$ cat src/rtl/core/md5_pkg.sv
// ----------------------------------------------------------------------------
// MD5 digest package
// Shared types, initial chaining values and per-round tables for the MD5
// digest core.
// ----------------------------------------------------------------------------
package md5_pkg;

    localparam logic [31:0] IV_A = 32'h67452301;
    localparam logic [31:0] IV_B = 32'hefcdab89;
    localparam logic [31:0] IV_C = 32'h98badcfe;
    localparam logic [31:0] IV_D = 32'h10325476;
    localparam logic [7:0]  PAD_BYTE = 8'h80;
    localparam int unsigned WORDS = 16;

    typedef logic [31:0] t_word;
    typedef logic [5:0]  t_round;
    typedef logic [3:0]  t_widx;

    function automatic t_word round_k(input t_round r);
        t_word k;
        case (r)
            6'd0:  k = 32'hd76aa478;  6'd1:  k = 32'he8c7b756;
            6'd2:  k = 32'h242070db;  6'd3:  k = 32'hc1bdceee;
            6'd4:  k = 32'hf57c0faf;  6'd5:  k = 32'h4787c62a;
            6'd6:  k = 32'ha8304613;  6'd7:  k = 32'hfd469501;
            6'd8:  k = 32'h698098d8;  6'd9:  k = 32'h8b44f7af;
            6'd10: k = 32'hffff5bb1;  6'd11: k = 32'h895cd7be;
            6'd12: k = 32'h6b901122;  6'd13: k = 32'hfd987193;
            6'd14: k = 32'ha679438e;  6'd15: k = 32'h49b40821;
            6'd16: k = 32'hf61e2562;  6'd17: k = 32'hc040b340;
            6'd18: k = 32'h265e5a51;  6'd19: k = 32'he9b6c7aa;
            6'd20: k = 32'hd62f105d;  6'd21: k = 32'h02441453;
            6'd22: k = 32'hd8a1e681;  6'd23: k = 32'he7d3fbc8;
            6'd24: k = 32'h21e1cde6;  6'd25: k = 32'hc33707d6;
            6'd26: k = 32'hf4d50d87;  6'd27: k = 32'h455a14ed;
            6'd28: k = 32'ha9e3e905;  6'd29: k = 32'hfcefa3f8;
            6'd30: k = 32'h676f02d9;  6'd31: k = 32'h8d2a4c8a;
            6'd32: k = 32'hfffa3942;  6'd33: k = 32'h8771f681;
            6'd34: k = 32'h6d9d6122;  6'd35: k = 32'hfde5380c;
            6'd36: k = 32'ha4beea44;  6'd37: k = 32'h4bdecfa9;
            6'd38: k = 32'hf6bb4b60;  6'd39: k = 32'hbebfbc70;
            6'd40: k = 32'h289b7ec6;  6'd41: k = 32'heaa127fa;
            6'd42: k = 32'hd4ef3085;  6'd43: k = 32'h04881d05;
            6'd44: k = 32'hd9d4d039;  6'd45: k = 32'he6db99e5;
            6'd46: k = 32'h1fa27cf8;  6'd47: k = 32'hc4ac5665;
            6'd48: k = 32'hf4292244;  6'd49: k = 32'h432aff97;
            6'd50: k = 32'hab9423a7;  6'd51: k = 32'hfc93a039;
            6'd52: k = 32'h655b59c3;  6'd53: k = 32'h8f0ccc92;
            6'd54: k = 32'hffeff47d;  6'd55: k = 32'h85845dd1;
            6'd56: k = 32'h6fa87e4f;  6'd57: k = 32'hfe2ce6e0;
            6'd58: k = 32'ha3014314;  6'd59: k = 32'h4e0811a1;
            6'd60: k = 32'hf7537e82;  6'd61: k = 32'hbd3af235;
            6'd62: k = 32'h2ad7d2bb;  default: k = 32'heb86d391;
        endcase
        return k;
    endfunction

    function automatic logic [4:0] round_s(input t_round r);
        logic [4:0] s;
        case ({r[5:4], r[1:0]})
            4'b0000: s = 5'd7;   4'b0001: s = 5'd12;
            4'b0010: s = 5'd17;  4'b0011: s = 5'd22;
            4'b0100: s = 5'd5;   4'b0101: s = 5'd9;
            4'b0110: s = 5'd14;  4'b0111: s = 5'd20;
            4'b1000: s = 5'd4;   4'b1001: s = 5'd11;
            4'b1010: s = 5'd16;  4'b1011: s = 5'd23;
            4'b1100: s = 5'd6;   4'b1101: s = 5'd10;
            4'b1110: s = 5'd15;  default: s = 5'd21;
        endcase
        return s;
    endfunction

    function automatic t_widx round_g(input t_round r);
        t_widx i;
        t_widx g;
        i = r[3:0];
        case (r[5:4])
            2'd0:    g = i;
            2'd1:    g = t_widx'(i * 4'd5 + 4'd1);
            2'd2:    g = t_widx'(i * 4'd3 + 4'd5);
            default: g = t_widx'(i * 4'd7);
        endcase
        return g;
    endfunction

endpackage

$ cat src/rtl/core/md5_digest_stream.sv
// ----------------------------------------------------------------------------
// MD5 digest stream
// Streaming MD5 over bytes; emits the digest as four words per message.
// ----------------------------------------------------------------------------
// Bytes are accepted only while idle; a full block is compressed in the single
// shared round unit, one round per cycle.
// The end of a message adds padding writes and one or two compressions; the
// digest is offered after the final compression, or later while the previous
// digest is still held.
// Synchronous active-low reset restores the MD5 initial words and a zero count.
// ----------------------------------------------------------------------------
module md5_digest_stream (
    input  logic        i_clk,
    input  logic        i_rst_n,
    input  logic        i_valid,
    output logic        o_stall,
    input  logic [7:0]  i_data_byte,
    input  logic        i_byte_valid,
    input  logic        i_last,
    output logic        o_valid,
    input  logic        i_stall,
    output logic [31:0] o_digest_word_a,
    output logic [31:0] o_digest_word_b,
    output logic [31:0] o_digest_word_c,
    output logic [31:0] o_digest_word_d
);

    typedef enum logic [6:0] {
        S_IDLE  = 7'b0000001,
        S_PAD   = 7'b0000010,
        S_FILL  = 7'b0000100,
        S_PRE   = 7'b0001000,
        S_ROUND = 7'b0010000,
        S_ADD   = 7'b0100000,
        S_OUT   = 7'b1000000
    } t_state;

    t_state                r_state;
    logic [60:0]           r_cnt;
    md5_pkg::t_word        r_ha, r_hb, r_hc, r_hd;
    md5_pkg::t_word        r_a, r_b, r_c, r_d;
    md5_pkg::t_word        r_asm;
    md5_pkg::t_round       r_rnd;
    md5_pkg::t_widx        r_widx;
    logic                  r_fin, r_padded, r_two;
    logic                  r_ovalid;
    md5_pkg::t_word        r_oa, r_ob, r_oc, r_od;

    logic                  accept;
    logic [5:0]            pos;
    logic [63:0]           len;
    logic                  we;
    md5_pkg::t_widx        waddr, raddr;
    md5_pkg::t_word        wdata, rdata, new_b, part, asm_next;
    logic                  out_free;

    assign accept   = i_valid && !o_stall;
    assign o_stall  = (r_state != S_IDLE);
    assign pos      = r_cnt[5:0];
    assign len      = {r_cnt, 3'b000};
    assign out_free = !r_ovalid || !i_stall;

    always_comb begin
        asm_next = r_asm;
        asm_next[8*pos[1:0] +: 8] = i_data_byte;
        for (int k = 0; k < 4; k++) begin
            if (k < int'(pos[1:0])) begin
                part[8*k +: 8] = r_asm[8*k +: 8];
            end else if (k == int'(pos[1:0])) begin
                part[8*k +: 8] = md5_pkg::PAD_BYTE;
            end else begin
                part[8*k +: 8] = 8'h00;
            end
        end
    end

    always_comb begin
        we    = 1'b0;
        waddr = pos[5:2];
        wdata = asm_next;
        case (r_state)
            S_IDLE: begin
                we = accept && i_byte_valid && (pos[1:0] == 2'b11);
            end
            S_PAD: begin
                we    = 1'b1;
                wdata = part;
            end
            S_FILL: begin
                we    = 1'b1;
                waddr = r_widx;
                wdata = '0;
                if (!r_two && r_widx == 4'd14) begin
                    wdata = len[31:0];
                end else if (!r_two && r_widx == 4'd15) begin
                    wdata = len[63:32];
                end
            end
            default: we = 1'b0;
        endcase
        raddr = (r_state == S_ROUND) ? md5_pkg::round_g(r_rnd + 6'd1)
                                     : md5_pkg::round_g('0);
    end

    md5_ram #(
        .WIDTH(32),
        .DEPTH(md5_pkg::WORDS)
    ) u_block (
        .i_clk  (i_clk),
        .i_we   (we),
        .i_waddr(waddr),
        .i_wdata(wdata),
        .i_raddr(raddr),
        .o_rdata(rdata)
    );

    md5_round u_round (
        .i_a  (r_a),
        .i_b  (r_b),
        .i_c  (r_c),
        .i_d  (r_d),
        .i_w  (rdata),
        .i_rnd(r_rnd),
        .o_b  (new_b)
    );

    always_ff @(posedge i_clk) begin
        if (!i_rst_n) begin
            r_state  <= S_IDLE;
            r_cnt    <= '0;
            r_ha     <= md5_pkg::IV_A;
            r_hb     <= md5_pkg::IV_B;
            r_hc     <= md5_pkg::IV_C;
            r_hd     <= md5_pkg::IV_D;
            r_rnd    <= '0;
            r_widx   <= '0;
            r_fin    <= 1'b0;
            r_padded <= 1'b0;
            r_two    <= 1'b0;
            r_ovalid <= 1'b0;
        end else begin
            if (r_state == S_OUT && out_free) begin
                r_ovalid <= 1'b1;
            end else if (r_ovalid && !i_stall) begin
                r_ovalid <= 1'b0;
            end
            case (r_state)
                S_IDLE: begin
                    if (accept) begin
                        r_fin <= i_last;
                        if (i_byte_valid) begin
                            r_asm <= asm_next;
                            r_cnt <= r_cnt + 61'd1;
                            if (pos == 6'd63) begin
                                r_state <= S_PRE;
                            end else if (i_last) begin
                                r_state <= S_PAD;
                            end
                        end else if (i_last) begin
                            r_state <= S_PAD;
                        end
                    end
                end
                S_PAD: begin
                    r_padded <= 1'b1;
                    r_two    <= (pos[5:3] == 3'b111);
                    r_widx   <= pos[5:2] + 4'd1;
                    r_state  <= (pos[5:2] == 4'd15) ? S_PRE : S_FILL;
                end
                S_FILL: begin
                    r_widx <= r_widx + 4'd1;
                    if (r_widx == 4'd15) begin
                        r_state <= S_PRE;
                    end
                end
                S_PRE: begin
                    r_a     <= r_ha;
                    r_b     <= r_hb;
                    r_c     <= r_hc;
                    r_d     <= r_hd;
                    r_rnd   <= '0;
                    r_state <= S_ROUND;
                end
                S_ROUND: begin
                    r_a   <= r_d;
                    r_b   <= new_b;
                    r_c   <= r_b;
                    r_d   <= r_c;
                    r_rnd <= r_rnd + 6'd1;
                    if (r_rnd == 6'd63) begin
                        r_state <= S_ADD;
                    end
                end
                S_ADD: begin
                    r_ha <= r_ha + r_a;
                    r_hb <= r_hb + r_b;
                    r_hc <= r_hc + r_c;
                    r_hd <= r_hd + r_d;
                    if (!r_fin) begin
                        r_state <= S_IDLE;
                    end else if (!r_padded) begin
                        r_state <= S_PAD;
                    end else if (r_two) begin
                        r_two   <= 1'b0;
                        r_widx  <= '0;
                        r_state <= S_FILL;
                    end else begin
                        r_state <= S_OUT;
                    end
                end
                S_OUT: begin
                    if (out_free) begin
                        r_oa     <= r_ha;
                        r_ob     <= r_hb;
                        r_oc     <= r_hc;
                        r_od     <= r_hd;
                        r_ha     <= md5_pkg::IV_A;
                        r_hb     <= md5_pkg::IV_B;
                        r_hc     <= md5_pkg::IV_C;
                        r_hd     <= md5_pkg::IV_D;
                        r_cnt    <= '0;
                        r_fin    <= 1'b0;
                        r_padded <= 1'b0;
                        r_state  <= S_IDLE;
                    end
                end
                default: r_state <= S_IDLE;
            endcase
        end
    end

    assign o_valid         = r_ovalid;
    assign o_digest_word_a = r_oa;
    assign o_digest_word_b = r_ob;
    assign o_digest_word_c = r_oc;
    assign o_digest_word_d = r_od;

endmodule

$ cat src/rtl/core/md5_ram.sv
// ----------------------------------------------------------------------------
// MD5 generic RAM
// Simple dual-port memory with one write port and a registered read port.
// ----------------------------------------------------------------------------
module md5_ram #(
    parameter int WIDTH = 32,
    parameter int DEPTH = 16
) (
    input  logic                     i_clk,
    input  logic                     i_we,
    input  logic [$clog2(DEPTH)-1:0] i_waddr,
    input  logic [WIDTH-1:0]         i_wdata,
    input  logic [$clog2(DEPTH)-1:0] i_raddr,
    output logic [WIDTH-1:0]         o_rdata
);

    logic [WIDTH-1:0] r_mem [DEPTH];
    logic [WIDTH-1:0] r_rdata;

    always_ff @(posedge i_clk) begin
        if (i_we) begin
            r_mem[i_waddr] <= i_wdata;
        end
        r_rdata <= r_mem[i_raddr];
    end

    assign o_rdata = r_rdata;

endmodule

$ cat src/rtl/core/md5_round.sv
// ----------------------------------------------------------------------------
// MD5 round unit
// One MD5 round: mixing function, additions and rotation, producing the new
// B word from the working words, the message word and the round number.
// ----------------------------------------------------------------------------
module md5_round (
    input  md5_pkg::t_word  i_a,
    input  md5_pkg::t_word  i_b,
    input  md5_pkg::t_word  i_c,
    input  md5_pkg::t_word  i_d,
    input  md5_pkg::t_word  i_w,
    input  md5_pkg::t_round i_rnd,
    output md5_pkg::t_word  o_b
);

    md5_pkg::t_word f;
    md5_pkg::t_word sum;
    logic [4:0]     s;
    logic [63:0]    dbl;

    always_comb begin
        case (i_rnd[5:4])
            2'd0:    f = (i_b & i_c) | (~i_b & i_d);
            2'd1:    f = (i_d & i_b) | (~i_d & i_c);
            2'd2:    f = i_b ^ i_c ^ i_d;
            default: f = i_c ^ (i_b | ~i_d);
        endcase
        sum = i_a + f + md5_pkg::round_k(i_rnd) + i_w;
        s   = md5_pkg::round_s(i_rnd);
        dbl = {sum, sum} << s;
        o_b = i_b + dbl[63:32];
    end

endmodule
$ cat config.mk
export PLATFORM = sky130hd
export DESIGN_NAME = md5_digest_stream
export DESIGN_NICKNAME = d
export VERILOG_FILES = /design/src/rtl/core/md5_pkg.sv /design/src/rtl/core/md5_digest_stream.sv /design/src/rtl/core/md5_ram.sv /design/src/rtl/core/md5_round.sv
export SDC_FILE = /design/constraint.sdc
export NUM_CORES = 2
export LEC_CHECK = 0
export BUFFER_PORTS_ARGS = -buffer_cell sky130_fd_sc_hd__buf_4
export CORE_ASPECT_RATIO = 0.8
export CORE_MARGIN = 2
export CORE_UTILIZATION = 30
export DETAILED_ROUTE_END_ITERATION = 8
export GPL_TIMING_DRIVEN = 0
export SLEW_MARGIN = 10
export SYNTH_ARGS = -nofsm -noshare
export SYNTH_HDL_FRONTEND = slang
export SYNTH_SLANG_ARGS = --single-unit
$ cat constraint.sdc
create_clock -name i_clk -period 8.25 [get_ports i_clk]
set_input_delay 2.0625 -clock i_clk [delete_from_list [all_inputs] [get_ports i_clk]]
set_output_delay 2.0625 -clock i_clk [all_outputs]
set_load 0.05 [all_outputs]
==> impl_results.md <==
* Status: finished, violations left
* Failing checks: setup timing
* Total die area at approximately 200000 um^2
* Area grow syn2layout at 17.6%
* Final GP Congestion at 0.986
* Synth Area in Simple Gates at about 15%
* Crit-path slowest cell: a2111oi_4
* Critical path endpoint category: flop
* DRT antenna net count at 0
* Min setup slack post-route at -251 ps
* Worst r2r dst: r_b[28]
* Nets at 6569
* Crit path max fanout at 10
* TritonCTS clock tree: done
* Post-synth top cells: 984 x nand2_1, 800 x edfxtp_1, 416 x nor2_1
* XOR/XNOR Fraction of Synth Area at 4.02%
* Placement Setup Slack at -2790 ps
* Remaining DRCs at 0
* Critical Path Max Stage Delay at 480 ps
* HP Class: flop to flop
* Critical path class: flop to flop
* CTS Sinks at 1079
* Worst Hold Depth at 0
* Met2 Resource Use GR at 31.2%
* R2R Path Start: r_rnd[4]
* Worst setup SP type: flop
* Worst EP arrival at between 8000 and 9000 ps
* Post-layout min period at between 8000 and 9000 ps
* Syn Area/Cell at 9.92 um^2
* Drt pass-1 iters at 9
* Num CTS Buffers at 102
* Hold Path Origin: r_ha[20]
* PD cells at approximately 180 nW/um^2
* Multi-input gate area at between 20000 and 30000 um^2
* Synth cell types at 100
* Max Cap Viol at 0
* WL/cell at around 25 um
* Synth Area in Compound Gates at 17.4%
* LEAKAGE at around 25 nW
* Worst vdd ir at ~0.18 mV
* Setup violations, final at 5
* CTS clk-pin slew, worst paths at around 70 ps
* Cell accounting for the most synthesized area: edfxtp_1
* RSZ-0062 raised after global routing: true
* Top-count cell post-synth: nand2_1
* Reg2reg setup slack at -250 ps
* Worst rel slew slack at between 7 and 8%
* Peak Freq at 118 MHz
* Tot GR Track Use at 21.1%
* Hold Buf Count CTS at 0
* Ports at between 100 and 150
* Core ar. at 195000 um^2
* Hold Slack at 482 ps
* Sequential cell area fraction in the yosys report at 50.2%
* Proportion of layout cells with a drive suffix above 1 at about a tenth
* Max-slew violation count at 0
* Clock Latency Late Sink at ~750 ps
* EDFF count, synth at 800
* Hold EP: o_digest_word_a[20]
* Largest family of logic cells by synthesized area: compound AO/OA/AOI/OAI gates
* Total power at around 0.012 W
* Vias in the first global route at 45997
* #FFs+latches synth at around 1100
* Met3 GRT Util at just under 4%
* Clk_skew at between 60 and 70 ps
* DR iter-0 viols at approximately 6700
* Mux share of post-synthesis cell area at 2.41%
* Yosys top cell area share at 40.7%
* Root Buffer: clkbuf_16
* Global-route wire length before repair at 317 mm
* FF/Latch Area at 29600 um^2
* Part of the cycle the worst path needs at 103%
* WP data required at a little under 9000 ps
* Grt ovf at 0
* Async S/R FF share, synth at 0%
* Initial antenna violation count at 21
* Port Buffers at 142
* Slew @ Worst Pin at ~1400 ps
* Largest net degree at the start of global routing at 35
* Die Y at ~400 um
* Met1 Use GR at about 31%
* Yosys warning count at 0
* Vias at about 50000
* Die Wd at between 400 and 500 um
* Row cnt at 145
* Synthesized cell area at roughly 60000 um^2
* DP HPWL at 166 mm
* Non-filler instance count after layout at 8931
* Worst setup startpoint: r_rnd[4]
* Cell count after synthesis at roughly 6000
* Top FF cell, synth: edfxtp_1
* Clock buffer depth at 3
* H-tree levels at 3
* GRT Max-Usage Layer: met2
* Drt total wl at ~220 mm
* Area contributors post-synth: edfxtp_1 41%, dfxtp_1 9.5%, nand2_1 6.3%, ha_1 4.7%, a21oi_1 3.3%
* R2R depth at 35
* FILL cells at approximately 20000
* Avg Vias per Cell at between 5 and 6
* Synthesized Nets at ~6200
* Starting density of the core at 30.2%
* Final Hold Vio Count at 0
* Synth Area in Adders at under 10%
* DP Cell Count at 8694
## layer usage
metal  up-vias  part of all wire (%)  routed length (um)
met5         -                 0.015                  33
met4         4                   3.4                7450
met3       383                    10               22200
met2      2627                    43               94200
met1     24715                    44               97100
li1      22301                     -                   -
## through the flow
step	TNS [ps]	util, %	cell area, um^2
after global routing	-1400	35.5	69300
final	-747	35.5	69300
after CTS	0	35.2	68700
after global placement	-1211880	32.4	63200
after detailed placement	-51830	32.8	64100
after floorplan	-131870	-	59000
## power by group
part / internal (W) / switching, W / total, W / leakage, nW
Clock: 0.00282 / 0.00227 / 0.00510 / 1.77
Sequential: 0.00593 / 0.0000186 / 0.00595 / 9.53
Combinational: 0.000381 / 0.000727 / 0.00111 / 13.7
## placed cells by master (no fill, tap or decap), types with 190 or more instances in the layout
| cell type | synthesis | final |
|---|---|---|
| nand2_1 | 984 | 982 |
| inv_1 | 253 | 257 |
| ha_1 | 220 | 208 |
| a211oi_1 | 194 | 190 |
| dfxtp_1 | 279 | 277 |
| nor2_1 | 416 | 396 |
| clkbuf_1 | 288 | 265 |
| o21ai_0 | 309 | 291 |
| edfxtp_1 | 800 | 800 |
| buf_4 | 2 | 199 |
| a21oi_1 | 393 | 369 |
## registers in the layout, indices dropped and copies added (netlist names), 4 cells and up, named ones only
register and cells:
r_widx 4, o_digest_word_c 32, o_digest_word_a 32, u_round.s 5, r_c 32, u_block.r_mem 512, r_b 32, r_a 32
o_digest_word_b 32, u_block.o_rdata 32, o_digest_word_d 32, r_hc 32, r_rnd 6, r_state 7, r_asm 32, r_d 32
r_cnt 61, r_hb 32, r_hd 32, r_ha 32
## area by class of cell
cell class              instances  share of cell area [%]
flip-flops and latches       1079                    42.7
multi-input cells            4263                    40.7
well taps                    2572                    4.64
clock buffers                 121                    4.01
repair buffers                225                    3.03
plain buffers                 335                    2.24
inverters                     261                    1.41
clock inverters                73                    1.22
diodes                          2                 0.00722
## how the worst max path moves through the flow
| stage | to | cells after the start | slack, ps |
|---|---|---|---|
| 6_report | r_b[28] | 35 | -250 |
| 5_1_grt | r_b[30] | 35 | -340 |
| 4_1_cts | r_b[30] | 38 | 0.1 |
| 3_5_place_dp | r_b[30] | 35 | -2790 |
| 3_3_place_gp | r_b[8] | 5 | -4870 |
| 2_1_floorplan | r_a[0] | 5 | -520 |
## critical path, delay by kind of cell (launching register included)
family	cells	cell delay, ps
AO/OA/AOI/OAI	18	3990
adder cells (fa/ha/maj)	4	1250
buffers and inverters	6	1120
multiplexers	4	910
flip-flops	1	460
XOR/XNOR	2	310
AND/OR/NAND/NOR	1	90
## kinds of logic (layout without fill, tap and decap cells)
group / after synthesis / count (layout)
AOI/OAI and AO/OA: 1574 / 1574
xor gates and xnor gates: 269 / 269
and+or+nand+nor: 2007 / 2007
DFF: 1079 / 1079
adders and majority gates: 288 / 288
buffers and inverters: 603 / 1015
muxes: 125 / 125
other: 0 / 2
## repair_timing
item / CTS / global route
gates resized for setup: 202 / 78
setup endpoints to repair: 31 / 13
cloned: 0 / 1
setup buffers: 17 / 30
pin swaps: 43 / 35
(Power assumes the default switching activity.)
